### src/hdl/svptw_pkg.sv
// shared types, codes and leaf checks for the sv32 page table walker
package svptw_pkg;

   localparam int PAGE_SHIFT  = 12;
   localparam int SUPER_SHIFT = 22;
   localparam int VPN_WIDTH   = 10;
   localparam int ADDR_WIDTH  = 32;
   localparam int PPN_WIDTH   = 22;

   // config register indexes
   localparam int CSR_INDEX_WIDTH = 1;
   localparam logic [CSR_INDEX_WIDTH-1:0] CSR_TRANSLATE_ENABLE = 1'd0;
   localparam logic [CSR_INDEX_WIDTH-1:0] CSR_ROOT_PAGE_NUMBER = 1'd1;

   // walk phases
   localparam logic [1:0] PHASE_IDLE = 2'd0;
   localparam logic [1:0] PHASE_L1   = 2'd1;
   localparam logic [1:0] PHASE_L0   = 2'd2;

   localparam logic MODE_REQUEST = 1'b0;
   localparam logic MODE_PTE     = 1'b1;

   localparam logic KIND_PTE_READ = 1'b0;
   localparam logic KIND_DONE     = 1'b1;

   localparam logic [1:0] PRIV_USER       = 2'd0;
   localparam logic [1:0] PRIV_SUPERVISOR = 2'd1;
   localparam logic [1:0] PRIV_MACHINE    = 2'd3;

   // pte bit positions
   localparam int PTE_V = 0;
   localparam int PTE_R = 1;
   localparam int PTE_W = 2;
   localparam int PTE_X = 3;
   localparam int PTE_U = 4;
   localparam int PTE_A = 6;
   localparam int PTE_D = 7;

   // one classified input item as it sits in the queue
   typedef struct packed {
      logic                  mode;
      logic [ADDR_WIDTH-1:0] word;          // vaddr for a request, pte for entry data
      logic                  store_access;
      logic                  fetch_access;
      logic [1:0]            priv;
      logic                  untranslated;
      logic [ADDR_WIDTH-1:0] l1_address;
      logic                  pte_bad;
      logic                  pte_pointer;
   } item_type;

   typedef struct packed {
      logic [1:0] phase;
      logic       pop;
   } back_status_type;

   function automatic logic leaf_ok(input logic [ADDR_WIDTH-1:0] pte,
                                    input logic st,
                                    input logic ex,
                                    input logic [1:0] priv);
      logic ok;
      ok = 1'b1;
      if (!st && !ex && !pte[PTE_R]) ok = 1'b0;
      if (st && !pte[PTE_W]) ok = 1'b0;
      if (ex && !pte[PTE_X]) ok = 1'b0;
      if (priv == PRIV_SUPERVISOR && pte[PTE_U]) ok = 1'b0;
      if (priv == PRIV_USER && !pte[PTE_U]) ok = 1'b0;
      if (!pte[PTE_A] || (st && !pte[PTE_D])) ok = 1'b0;
      return ok;
   endfunction

endpackage

### src/hdl/svptw_front.sv
// front end: classifies an incoming request or pte word into a queue entry
module svptw_front (
   input  logic                                     req_mode,
   input  logic [svptw_pkg::ADDR_WIDTH-1:0]         req_vaddr,
   input  logic                                     req_is_store,
   input  logic                                     req_is_execute,
   input  logic [1:0]                               req_priv_level,
   input  logic [svptw_pkg::ADDR_WIDTH-1:0]         req_pte_data,
   input  logic                                     translate_enable,
   input  logic [svptw_pkg::PPN_WIDTH-1:0]          root_page_number,
   output svptw_pkg::item_type                      item
);

   logic [svptw_pkg::VPN_WIDTH-1:0] vpn1;

   assign vpn1 = req_vaddr[svptw_pkg::ADDR_WIDTH-1:svptw_pkg::SUPER_SHIFT];

   always_comb begin
      item.mode         = req_mode;
      item.word         = (req_mode == svptw_pkg::MODE_PTE) ? req_pte_data : req_vaddr;
      item.store_access = req_is_store;
      item.fetch_access = req_is_execute;
      item.priv         = req_priv_level;
      item.untranslated = (req_priv_level == svptw_pkg::PRIV_MACHINE) || !translate_enable;
      // root << 12 plus vpn1 * 4, truncated; low bits never carry
      item.l1_address   = {root_page_number[svptw_pkg::ADDR_WIDTH-svptw_pkg::PAGE_SHIFT-1:0],
                           vpn1, 2'b00};
      item.pte_bad      = !req_pte_data[svptw_pkg::PTE_V]
                          || (!req_pte_data[svptw_pkg::PTE_R] && req_pte_data[svptw_pkg::PTE_W]);
      item.pte_pointer  = !req_pte_data[svptw_pkg::PTE_R] && !req_pte_data[svptw_pkg::PTE_X];
   end

endmodule

### src/hdl/svptw_queue.sv
// short fifo between the front end and the walk engine
module svptw_queue #(
   parameter int DEPTH = 2
) (
   input  logic                clock,
   input  logic                reset,
   input  logic                push,
   input  svptw_pkg::item_type push_item,
   output logic                full,
   input  logic                pop,
   output svptw_pkg::item_type head_item,
   output logic                not_empty
);

   localparam int PTR_W = (DEPTH > 1) ? $clog2(DEPTH) : 1;
   localparam int CNT_W = $clog2(DEPTH + 1);

   svptw_pkg::item_type entry_ff [DEPTH];
   logic [PTR_W-1:0] wr_ptr_ff, wr_ptr_in;
   logic [PTR_W-1:0] rd_ptr_ff, rd_ptr_in;
   logic [CNT_W-1:0] count_ff, count_in;
   logic             do_push, do_pop;

   assign full      = (count_ff == CNT_W'(DEPTH));
   assign not_empty = (count_ff != '0);
   assign do_push   = push && !full;
   assign do_pop    = pop && not_empty;
   assign head_item = entry_ff[rd_ptr_ff];

   always_comb begin
      wr_ptr_in = wr_ptr_ff;
      rd_ptr_in = rd_ptr_ff;
      count_in  = count_ff;
      if (do_push) begin
         wr_ptr_in = (wr_ptr_ff == PTR_W'(DEPTH - 1)) ? '0 : wr_ptr_ff + 1'b1;
      end
      if (do_pop) begin
         rd_ptr_in = (rd_ptr_ff == PTR_W'(DEPTH - 1)) ? '0 : rd_ptr_ff + 1'b1;
      end
      if (do_push && !do_pop) begin
         count_in = count_ff + 1'b1;
      end else if (do_pop && !do_push) begin
         count_in = count_ff - 1'b1;
      end
   end

   always_ff @(posedge clock) begin
      if (reset) begin
         wr_ptr_ff <= '0;
         rd_ptr_ff <= '0;
         count_ff  <= '0;
      end else begin
         wr_ptr_ff <= wr_ptr_in;
         rd_ptr_ff <= rd_ptr_in;
         count_ff  <= count_in;
      end
   end

   always_ff @(posedge clock) begin
      if (do_push) begin
         entry_ff[wr_ptr_ff] <= push_item;
      end
   end

endmodule

### src/hdl/svptw_back.sv
// walk engine: holds the walk state, checks entries and drives the result register
module svptw_back (
   input  logic                                 clock,
   input  logic                                 reset,
   input  svptw_pkg::item_type                  head_item,
   input  logic                                 head_valid,
   output logic                                 head_pop,
   output logic                                 rsp_valid,
   input  logic                                 rsp_ready,
   output logic                                 rsp_kind,
   output logic [svptw_pkg::ADDR_WIDTH-1:0]     rsp_address,
   output logic                                 rsp_page_fault,
   output svptw_pkg::back_status_type           status
);

   logic [1:0]                          phase_ff, phase_in;
   logic [svptw_pkg::ADDR_WIDTH-1:0]    held_vaddr_ff, held_vaddr_in;
   logic                                held_store_ff, held_store_in;
   logic                                held_execute_ff, held_execute_in;
   logic [1:0]                          held_priv_ff, held_priv_in;
   logic                                rsp_valid_ff, rsp_valid_in;
   logic                                rsp_kind_ff, rsp_kind_in;
   logic [svptw_pkg::ADDR_WIDTH-1:0]    rsp_address_ff, rsp_address_in;
   logic                                rsp_page_fault_ff, rsp_page_fault_in;

   logic                                pop;
   logic                                emit;
   logic                                leaf_good;
   logic [svptw_pkg::VPN_WIDTH-1:0]     vpn0;
   logic [svptw_pkg::PAGE_SHIFT-1:0]    offset;
   logic [svptw_pkg::ADDR_WIDTH-1:0]    pte;

   assign pop    = head_valid && (!rsp_valid_ff || rsp_ready);
   assign pte    = head_item.word;
   assign vpn0   = held_vaddr_ff[svptw_pkg::SUPER_SHIFT-1:svptw_pkg::PAGE_SHIFT];
   assign offset = held_vaddr_ff[svptw_pkg::PAGE_SHIFT-1:0];
   assign leaf_good = svptw_pkg::leaf_ok(pte, held_store_ff, held_execute_ff, held_priv_ff);

   always_comb begin
      phase_in          = phase_ff;
      held_vaddr_in     = held_vaddr_ff;
      held_store_in     = held_store_ff;
      held_execute_in   = held_execute_ff;
      held_priv_in      = held_priv_ff;
      emit              = 1'b0;
      rsp_kind_in       = svptw_pkg::KIND_DONE;
      rsp_address_in    = '0;
      rsp_page_fault_in = 1'b0;

      if (pop) begin
         if (head_item.mode == svptw_pkg::MODE_REQUEST) begin
            held_vaddr_in   = head_item.word;
            held_store_in   = head_item.store_access;
            held_execute_in = head_item.fetch_access;
            held_priv_in    = head_item.priv;
            emit            = 1'b1;
            if (head_item.untranslated) begin
               phase_in       = svptw_pkg::PHASE_IDLE;
               rsp_address_in = head_item.word;
            end else begin
               phase_in       = svptw_pkg::PHASE_L1;
               rsp_kind_in    = svptw_pkg::KIND_PTE_READ;
               rsp_address_in = head_item.l1_address;
            end
         end else begin
            unique case (phase_ff)
               svptw_pkg::PHASE_L1: begin
                  emit = 1'b1;
                  if (head_item.pte_bad) begin
                     phase_in          = svptw_pkg::PHASE_IDLE;
                     rsp_page_fault_in = 1'b1;
                  end else if (head_item.pte_pointer) begin
                     phase_in       = svptw_pkg::PHASE_L0;
                     rsp_kind_in    = svptw_pkg::KIND_PTE_READ;
                     rsp_address_in = {pte[29:10], vpn0, 2'b00};
                  end else if (!leaf_good || (pte[19:10] != '0)) begin
                     // bad permission or misaligned superpage
                     phase_in          = svptw_pkg::PHASE_IDLE;
                     rsp_page_fault_in = 1'b1;
                  end else begin
                     phase_in       = svptw_pkg::PHASE_IDLE;
                     rsp_address_in = {pte[29:20], vpn0, offset};
                  end
               end
               svptw_pkg::PHASE_L0: begin
                  emit     = 1'b1;
                  phase_in = svptw_pkg::PHASE_IDLE;
                  if (head_item.pte_bad || head_item.pte_pointer || !leaf_good) begin
                     rsp_page_fault_in = 1'b1;
                  end else begin
                     rsp_address_in = {pte[29:10], offset};
                  end
               end
               default: begin
                  // entry data with no walk in progress is dropped
                  phase_in = svptw_pkg::PHASE_IDLE;
               end
            endcase
         end
      end

      rsp_valid_in = pop ? emit : (rsp_valid_ff && !rsp_ready);
   end

   always_ff @(posedge clock) begin
      if (reset) begin
         phase_ff        <= svptw_pkg::PHASE_IDLE;
         held_vaddr_ff   <= '0;
         held_store_ff   <= 1'b0;
         held_execute_ff <= 1'b0;
         held_priv_ff    <= '0;
         rsp_valid_ff    <= 1'b0;
      end else begin
         phase_ff        <= phase_in;
         held_vaddr_ff   <= held_vaddr_in;
         held_store_ff   <= held_store_in;
         held_execute_ff <= held_execute_in;
         held_priv_ff    <= held_priv_in;
         rsp_valid_ff    <= rsp_valid_in;
      end
   end

   always_ff @(posedge clock) begin
      if (pop && emit) begin
         rsp_kind_ff       <= rsp_kind_in;
         rsp_address_ff    <= rsp_address_in;
         rsp_page_fault_ff <= rsp_page_fault_in;
      end
   end

   assign head_pop       = pop;
   assign rsp_valid      = rsp_valid_ff;
   assign rsp_kind       = rsp_kind_ff;
   assign rsp_address    = rsp_address_ff;
   assign rsp_page_fault = rsp_page_fault_ff;
   assign status.phase   = phase_ff;
   assign status.pop     = pop;

endmodule

### src/hdl/sv32_page_table_walker_core.sv
// top level of the sv32 page table walker: config registers, front, queue, walk engine
//
// req_ channel: mode 0 starts a translation (vaddr, the access kind and
// priv_level); mode 1 hands in the pte word that memory returned for the
// last read the block asked for. rsp_ channel: kind 0 asks for the pte at
// address, kind 1 ends a translation with the physical address or a page
// fault. A request in machine mode or with translation off finishes at once.
// Every item takes one transfer in; most give one transfer out, entry data
// with no walk in progress gives none. Each item is registered in the queue
// and then in the result register before rsp_valid rises; one item per cycle
// is sustained while rsp_ready stays high. A two-entry queue splits the front
// from the engine, so req_ready stays high while a result waits on a stalled
// receiver until the queue fills; the engine holds while rsp_valid is high
// and rsp_ready is low. csr_ writes are always taken and must only happen
// with the block idle. Reset clears the config registers, the walk state,
// the queue and rsp_valid.
module sv32_page_table_walker_core #(
   parameter int QUEUE_DEPTH = 2
) (
   input  logic                                        clock,
   input  logic                                        reset,
   input  logic                                        req_valid,
   output logic                                        req_ready,
   input  logic                                        req_mode,
   input  logic [svptw_pkg::ADDR_WIDTH-1:0]            req_vaddr,
   input  logic                                        req_is_store,
   input  logic                                        req_is_execute,
   input  logic [1:0]                                  req_priv_level,
   input  logic [svptw_pkg::ADDR_WIDTH-1:0]            req_pte_data,
   output logic                                        rsp_valid,
   input  logic                                        rsp_ready,
   output logic                                        rsp_kind,
   output logic [svptw_pkg::ADDR_WIDTH-1:0]            rsp_address,
   output logic                                        rsp_page_fault,
   input  logic                                        csr_valid,
   output logic                                        csr_ready,
   input  logic [svptw_pkg::CSR_INDEX_WIDTH-1:0]       csr_index,
   input  logic [svptw_pkg::PPN_WIDTH-1:0]             csr_wdata
);

   logic                               translate_enable_ff, translate_enable_in;
   logic [svptw_pkg::PPN_WIDTH-1:0]    root_page_number_ff, root_page_number_in;

   svptw_pkg::item_type        front_item;
   svptw_pkg::item_type        head_item;
   svptw_pkg::back_status_type back_status;
   logic                       queue_full;
   logic                       queue_not_empty;
   logic                       head_pop;

   assign csr_ready = 1'b1;
   assign req_ready = !queue_full;

   always_comb begin
      translate_enable_in = translate_enable_ff;
      root_page_number_in = root_page_number_ff;
      if (csr_valid && csr_ready) begin
         unique case (csr_index)
            svptw_pkg::CSR_TRANSLATE_ENABLE: translate_enable_in = csr_wdata[0];
            svptw_pkg::CSR_ROOT_PAGE_NUMBER: root_page_number_in = csr_wdata;
            default: ;
         endcase
      end
   end

   always_ff @(posedge clock) begin
      if (reset) begin
         translate_enable_ff <= 1'b0;
         root_page_number_ff <= '0;
      end else begin
         translate_enable_ff <= translate_enable_in;
         root_page_number_ff <= root_page_number_in;
      end
   end

   svptw_front u_front (
      .req_mode         (req_mode),
      .req_vaddr        (req_vaddr),
      .req_is_store     (req_is_store),
      .req_is_execute   (req_is_execute),
      .req_priv_level   (req_priv_level),
      .req_pte_data     (req_pte_data),
      .translate_enable (translate_enable_ff),
      .root_page_number (root_page_number_ff),
      .item             (front_item)
   );

   svptw_queue #(
      .DEPTH (QUEUE_DEPTH)
   ) u_queue (
      .clock     (clock),
      .reset     (reset),
      .push      (req_valid),
      .push_item (front_item),
      .full      (queue_full),
      .pop       (head_pop),
      .head_item (head_item),
      .not_empty (queue_not_empty)
   );

   svptw_back u_back (
      .clock          (clock),
      .reset          (reset),
      .head_item      (head_item),
      .head_valid     (queue_not_empty),
      .head_pop       (head_pop),
      .rsp_valid      (rsp_valid),
      .rsp_ready      (rsp_ready),
      .rsp_kind       (rsp_kind),
      .rsp_address    (rsp_address),
      .rsp_page_fault (rsp_page_fault),
      .status         (back_status)
   );

   // a fault always ends the transaction with a zero address
   a_fault_is_final: assert property (@(posedge clock) disable iff (reset)
      rsp_valid && rsp_page_fault |-> (rsp_kind == svptw_pkg::KIND_DONE) && (rsp_address == '0))
      else $error("page fault result not final or address nonzero");

   // a pending pte read leaves the walk waiting on an entry
   a_read_means_walking: assert property (@(posedge clock) disable iff (reset)
      rsp_valid && (rsp_kind == svptw_pkg::KIND_PTE_READ)
      |-> (back_status.phase == svptw_pkg::PHASE_L1) || (back_status.phase == svptw_pkg::PHASE_L0))
      else $error("pte read outstanding with walk idle");

   // a finished translation returns the walk to idle
   a_done_means_idle: assert property (@(posedge clock) disable iff (reset)
      rsp_valid && (rsp_kind == svptw_pkg::KIND_DONE) |-> back_status.phase == svptw_pkg::PHASE_IDLE)
      else $error("walk still active after a finished translation");

   // an accepted transfer lands in the queue
   a_accept_queues: assert property (@(posedge clock) disable iff (reset)
      req_valid && req_ready |=> queue_not_empty)
      else $error("accepted item missing from queue");

   // the engine never takes an item while a result is stalled
   a_no_pop_on_stall: assert property (@(posedge clock) disable iff (reset)
      rsp_valid && !rsp_ready |-> !back_status.pop)
      else $error("item consumed while result stalled");

endmodule
### config.mk
export PLATFORM = sky130hd
export DESIGN_NAME = sv32_page_table_walker_core
export DESIGN_NICKNAME = d
export VERILOG_FILES = /design/src/hdl/svptw_pkg.sv /design/src/hdl/svptw_front.sv /design/src/hdl/svptw_queue.sv /design/src/hdl/svptw_back.sv /design/src/hdl/sv32_page_table_walker_core.sv
export SDC_FILE = /design/constraint.sdc
export NUM_CORES = 1
export LEC_CHECK = 0
export BUFFER_PORTS_ARGS = -buffer_cell sky130_fd_sc_hd__clkbuf_2
export CORE_ASPECT_RATIO = 0.9
export CORE_MARGIN = 4
export CORE_UTILIZATION = 30
export CTS_CLUSTER_DIAMETER = 60
export DETAILED_ROUTE_END_ITERATION = 12
export PLACE_DENSITY = 0.56
export SYNTH_ARGS = -nofsm -noshare
export SYNTH_HDL_FRONTEND = slang
export SYNTH_SLANG_ARGS = --single-unit
### constraint.sdc
create_clock -name clock -period 9.6 [get_ports clock]
set_input_delay 0 -clock clock [delete_from_list [all_inputs] [get_ports clock]]
set_output_delay 0 -clock clock [all_outputs]
set_load 0.1 [all_outputs]
==> key figures, run 1 <==
Global route
  – Vias in the first global route: 6594
  – Initial antenna violation count: 2
  – GR Overflow Total: 0
  – First-pass GRT wire length: 38.6 mm
  – Largest net degree at the start of global routing: 71
  – Total track usage: 13.8%

Clocking
  – CTS tree: done
  – Clock slew at reported path FFs: 0.06 ns
  – Setup bufs post-CTS: 0
  – Post-CTS Hold Buffers: 95
  – Clock Path Buffers: 3
  – CTS Sinks: 229
  – Htree depth: 1
  – CTS resizes: 0
  – CTS Buf Count: 25
  – Root Buffer: clkbuf_16
  – Worst skew pair latency: 0.52 ns

Final layout
  – Net count reported at finish: 1056
  – Fill count: 3117
  – Post-layout instance area: 0.0127 mm^2
  – Core Util, Final: 39.4%
  – Share of layout cells above drive strength 1: 27.5%
  – Area delta synth->final: 29.1%

Power
  – Sw Ratio: 37.6%
  – Overall Power: 3510 uW
  – P_leak: 0.00456 uW
  – Clock Power Share: 28.0%
  – Sw power: 1320 uW
  – Comb power frac: 30.9%
  – Sequential power share: 41.1%
  – PwrDens: 277 mW/mm^2
  – P_int: 2190 uW
  – Peak supply drop: 0.000184 V

Run status
  – Status: complete, no violations

Min path
  – Hold path startpoint: reset
  – Worst hold path type: in -> reg

Synthesis
  – Library cells used by synthesis: 53
  – Post-synth ARST share: 0%
  – Warnings from Yosys: 0
  – Ys flop type: edfxtp_1
  – Post-synthesis cell count: 739
  – Number of synthesized flops with an enable pin: 174
  – Synth Area per Inst: 13.3 um^2
  – Seq cells post-synth: 229
  – Seq/Total Area, Yosys: 64.5%
  – Cell Area, Synth: 0.00981 mm^2
  – Syn_nets: 839

STA
  – Max transition margin: 27.1%
  – Final min period: 3.57 ns
  – Setup TNS: 0 ns
  – Max Freq: 280 MHz
  – Slew Limit Fails: 0
  – Final setup violation count: 0
  – Final Cycle Share: 37.2%
  – Final Hold Viols: 0
  – Worst Max-Slew Pin Slew: 1.09 ns
  – RSZ-0062 raised after global routing: false
  – Clock skew: 0.0152 ns
  – Final setup margin: 6.03 ns

Routing
  – Initial DRC Count: 406
  – DRT Pass-1 Iters: 4
  – Vias: 6498
  – Final wirelength: 25.5 mm
  – Antenna Nets Post-Route: 0
  – DRC: 0
  – Wire length per cell: 18.3 um
  – Via/cell ratio: 4.67

Worst setup path
  – Critical Path RT: 9.97 ns
  – CP Max Fanout: 58
  – Startpoint types: flop
  – Arrival time worst endpoint: 3.94 ns
  – Crit Path Class: reg -> reg
  – Critical Path End Type: flop

Floorplanning
  – CORE AREA: 0.0321 mm^2
  – # rows: 62
  – Initial core utilization: 30.5%
  – Die ar.: 0.0357 mm^2
  – Ports: 134
  – Chip height: 180 um
  – Die X: 199 um

Placement
  – Hpwl dp: 16.5 mm
  – Setup WS pre-CTS: 6.05 ns
  – PortBufs: 130
  – Dpl cell area: 0.0109 mm^2
  – Routability congestion estimate: 0.790

Flow run
  – Max_cap viols: 0
path summary, 6_finish.rpt:
| check | end | slack, ns | cells after the start |
|---|---|---|---|
| hold / removal | translate_enable_ff | 0.10 | 3 |
| setup / recovery | u_back.rsp_address[17] | 6.03 | 5 |
| setup reg to reg | u_back.rsp_address[17] | 6.03 | 5 |
| hold reg to reg | u_queue.entry_ff[1][14] | 0.45 | 0 |
layer usage:
layer,vias up,GRT usage [%],wire [um]
li1,3218,-,-
met1,3094,20.4,12400
met2,148,21.4,11500
met3,38,2.13,1080
met4,0,2.90,536
met5,-,0,0
synth_stat cells (3+ instances only):
cell | instances | area, um^2
edfxtp_1 | 174 | 5230
nor2_1 | 68 | 255
nand2_1 | 63 | 236
mux2_2 | 61 | 687
a21oi_1 | 57 | 285
dfxtp_1 | 55 | 1100
mux2i_1 | 50 | 500
a211oi_1 | 36 | 270
clkbuf_1 | 23 | 86.3
a22oi_1 | 18 | 135
nor2b_1 | 14 | 87.6
nor3_1 | 14 | 70.1
o21ai_0 | 11 | 55.1
o2bb2ai_2 | 10 | 150
o22ai_1 | 9 | 56.3
buf_2 | 8 | 40.0
buf_1 | 6 | 22.5
inv_1 | 6 | 22.5
buf_4 | 5 | 37.5
nand3_1 | 5 | 25.0
a21o_1 | 3 | 22.5
ha_1 | 3 | 37.5
nor4_1 | 3 | 18.8
xor2_1 | 3 | 26.3
worst max-delay path, cell delays in order (launching register included):
cell and delay (ns):
dfxtp_4 0.80, buf_4 0.57, mux2i_1 0.60, nand2_1 0.74
a211oi_1 0.46, a221o_1 0.18
per-stage QoR:
| stage | instances | hold WS [ns] |
|---|---|---|
| final | 1392 | 0.104 |
| after global routing | 1392 | 0.116 |
| after CTS | 1391 | 0.0877 |
| after detailed placement | 1250 | 0.198 |
| after global placement | 1250 | 0.195 |
| after floorplan | 739 | 0.0989 |
power by group through the flow:
stage          Sequential [uW]  Combinational, uW  Clock [uW]
4_1_cts                   1450               1100        1000
6_report                  1440               1080         980
3_3_place_gp              1460               1050           0
2_1_floorplan             1770                500           0
3_5_place_dp              1460               1060           0
5_1_grt                   1460               1160        1050
state kept, by name, summed over array words and instances (netlist names), 2 cells and up, named ones only:
register              flops
u_back.held_priv_ff       2
u_back.rsp_address       32
root_page_number_ff      20
u_back.phase_ff           2
u_back.held_vaddr_ff     22
u_queue.count_ff          2
u_queue.entry_ff        140
logic make-up after synthesis:
family | after synthesis | synth area share, %
xor+xnor | 4 | 0.357
compound gates | 155 | 11.4
other cells | 1 | 0.0382
buf+inv | 52 | 2.60
flops | 229 | 64.5
simple gates | 184 | 8.60
fa+ha+maj | 3 | 0.383
mux | 111 | 12.1
cells in the final DEF (no fill, tap or decap), types with 3 or more instances in the layout:
cell type      count
clkbuf_2         130
xor2_1             3
ha_1               3
a21oi_1           56
nor3_1            14
buf_4             10
nor4_1             3
dlygate4sd3_1     95
nand3_1            5
a21o_1             3
inv_1              6
mux2_2            61
o22ai_1            9
a22oi_1           18
nor2b_1           14
mux2i_1           50
clkbuf_1           3
clkinvlp_4         5
nand2_1           63
o2bb2ai_2         10
dfxtp_1           54
clkbuf_16         28
a211oi_1          36
nor2_1            66
o21ai_0           11
edfxtp_1         174
cell type report:
type / count / area (um^2) / area share [%]
Antenna cell: 1 / 2.50 / 0.0198
Clock inverter: 15 / 150 / 1.19
Clock buffer: 31 / 712 / 5.62
Inverter: 7 / 26.3 / 0.207
Timing Repair Buffer: 235 / 1680 / 13.2
Multi-Input combinational cell: 458 / 3250 / 25.7
Sequential cell: 229 / 6330 / 50.0
Tap cell: 416 / 520 / 4.11
(Power assumes the default switching activity.)
==> run 2: changes to the inputs <==
- clock period: 9.6 -> 3.52 ns (I/O delays scaled with it)
==> key figures, run 2 (synthesis results as in run 1) <==
Routing
  – Final wirelength: 24.9 mm (-2.2%)
  – DRT Pass-1 Iters: 4 (unchanged)
  – WL met2: 11.7 mm (+1.7%)
  – DRT met1 WL: 11.8 mm (-4.5%)
  – DRC: 0 (unchanged)
  – Via/cell ratio: 4.68 (+0.15%)
  – Vias: 6536 (+0.58%)
  – Met3 WL: 1.05 mm (-2.2%)
  – Wire length per cell: 17.8 um (-2.6%)
  – Antenna Nets Post-Route: 0 (unchanged)
  – Top layer in use: met4
  – Initial DRC Count: 391 (-3.7%)

Clocking
  – Worst skew pair latency: 0.52 ns (about the same)
  – Setup bufs post-CTS: 0 (unchanged)
  – Clock Path Buffers: 3 (unchanged)
  – Clock slew at reported path FFs: 0.06 ns (about the same)
  – CTS tree: done
  – Root Buffer: clkbuf_16
  – CTS Buf Count: 26 (+4.0%)
  – CTS resizes: 0 (unchanged)
  – CTS Sinks: 229 (unchanged)
  – Htree depth: 1 (unchanged)

Worst setup path
  – Critical Path End Type: flop
  – Arrival time worst endpoint: 2.84 ns (-1.10 ns)
  – Crit Path Class: reg -> reg
  – CP Max Fanout: 32 (-45%)
  – Critical Path RT: 3.75 ns (-6.22 ns)
  – Startpoint types: flop

Power
  – Clock Power Share: 26.5% (-1.5 points)
  – Sequential power share: 41.5% (+0.4 points)
  – Overall Power: 9440 uW (+170%)
  – Comb power frac: 32.0% (+1.1 points)
  – Sw power: 3550 uW (+170%)
  – PwrDens: 744 mW/mm^2 (+170%)
  – Peak supply drop: 0.000453 V (+150%)
  – Sw Ratio: 37.6% (-0.050 points)
  – P_int: 5900 uW (+170%)
  – P_leak: 0.00459 uW (+0.67%)

Global route
  – Vias in the first global route: 6469 (-1.9%)
  – Total track usage: 13.5% (-0.24 points)
  – GR Overflow Total: 0 (unchanged)
  – First-pass GRT wire length: 37.7 mm (-2.4%)
  – Largest net degree at the start of global routing: 71 (unchanged)
  – Initial antenna violation count: 0 (-2)

Floorplanning
  – CORE AREA: 0.0321 mm^2 (unchanged)
  – Die X: 199 um (unchanged)
  – # rows: 62 (unchanged)
  – Initial core utilization: 30.5% (unchanged)
  – Ports: 134 (unchanged)
  – Die ar.: 0.0357 mm^2 (unchanged)
  – Chip height: 180 um (unchanged)

STA
  – Max transition margin: 27.1% (-0.050 points)
  – RSZ-0062 raised after global routing: false
  – Slew Limit Fails: 0 (unchanged)
  – Setup TNS: 0 ns (unchanged)
  – Max Freq: 383 MHz (+37%)
  – Final setup margin: 0.912 ns (-5.12 ns)
  – Worst Max-Slew Pin Slew: 1.09 ns (+0.000752 ns)
  – Clock skew: 0.0220 ns (+0.00686 ns)
  – Final setup violation count: 0 (unchanged)
  – Final Hold Viols: 0 (unchanged)
  – Final min period: 2.61 ns (-0.960 ns)
  – Final Cycle Share: 74.1% (+37 points)
  – Hold_ws: 0.229 ns (+0.125 ns)

Final layout
  – Max reg flops: 140 (unchanged)
  – Most frequent cells in the layout: 174 x edfxtp_1, 130 x clkbuf_2, 95 x dlygate4sd3_1
  – Final cell count without fillers: 1398 (+0.43%)
  – Net count reported at finish: 1062 (+0.57%)
  – Antenna Cells: 0 (-1)
  – Commonest non-fill, non-tap cell in the layout: edfxtp_1
  – Top reg by flops: u_queue.entry_ff
  – Share of layout cells above drive strength 1: 27.7% (+0.21 points)
  – Area delta synth->final: 29.4%

Placement
  – Hpwl dp: 17.5 mm (+5.6%)
  – PortBufs: 130 (unchanged)
  – Routability congestion estimate: 0.774 (-2.0%)
  – Post-placement cell count: 1255 (+0.40%)
  – Setup WS pre-CTS: 0.928 ns (-5.12 ns)

Min path
  – Worst hold path type: in -> reg

Flow run
  – Max_cap viols: 0 (unchanged)

Run status
  – Status: complete, no violations
run 2: what timing repair did:
| action | 4_1_cts | 5_1_grt |
|---|---|---|
| hold buffers | 95 | 0 |
| hold endpoints to repair | 121 | 0 |
| setup endpoints to repair | 0 | 0 |
run 2: area by class of cell:
class | instances | area (um^2)
Clock buffer | 38 | 757
Fill cell | 3093 | 19400
Inverter | 7 | 26.3
Clock inverter | 10 | 55.1
Multi-Input combinational cell | 458 | 3250
Timing Repair Buffer | 240 | 1750
Tap cell | 416 | 520
Sequential cell | 229 | 6330
run 2: critical path, cell delays in order (launching register included):
cell	delay, ns
dfxtp_4	0.61
mux2i_1	0.51
a32oi_1	0.25
a41oi_1	0.33
a21boi_4	0.46
o22ai_1	0.13
run 2: stage by stage:
stage / utilization, % / cell area, um^2
after floorplan: - / 9820
after global placement: 34.0 / 10900
after detailed placement: 34.0 / 10900
after CTS: 39.5 / 12700
after global routing: 39.5 / 12700
final: 39.5 / 12700
run 2: per-layer routing:
metal	up-vias	GRT usage, %
met4	0	2.02
met1	3116	19.4
met3	29	1.97
met2	146	22.3
li1	3245	-
met5	-	0
run 2: worst paths after layout:
path | from | to | slack (ns) | depth (start not counted)
max reg2reg | flop | u_back.rsp_address[27] | 0.91 | 5
min reg2reg | root_page_number_ff[1] | u_queue.entry_ff[0][13] | 0.44 | 0
max | flop | u_back.rsp_address[27] | 0.91 | 5
min | req_vaddr[31] | u_queue.entry_ff[1][11] | 0.23 | 2
run 2: power groups by stage:
stage / Clock [uW] / Combinational (uW) / Sequential (uW)
2_1_floorplan: 0 / 1370 / 4810
3_3_place_gp: 0 / 2930 / 3980
3_5_place_dp: 0 / 2950 / 3980
4_1_cts: 2560 / 3050 / 3930
5_1_grt: 2690 / 3240 / 3980
6_report: 2500 / 3020 / 3920
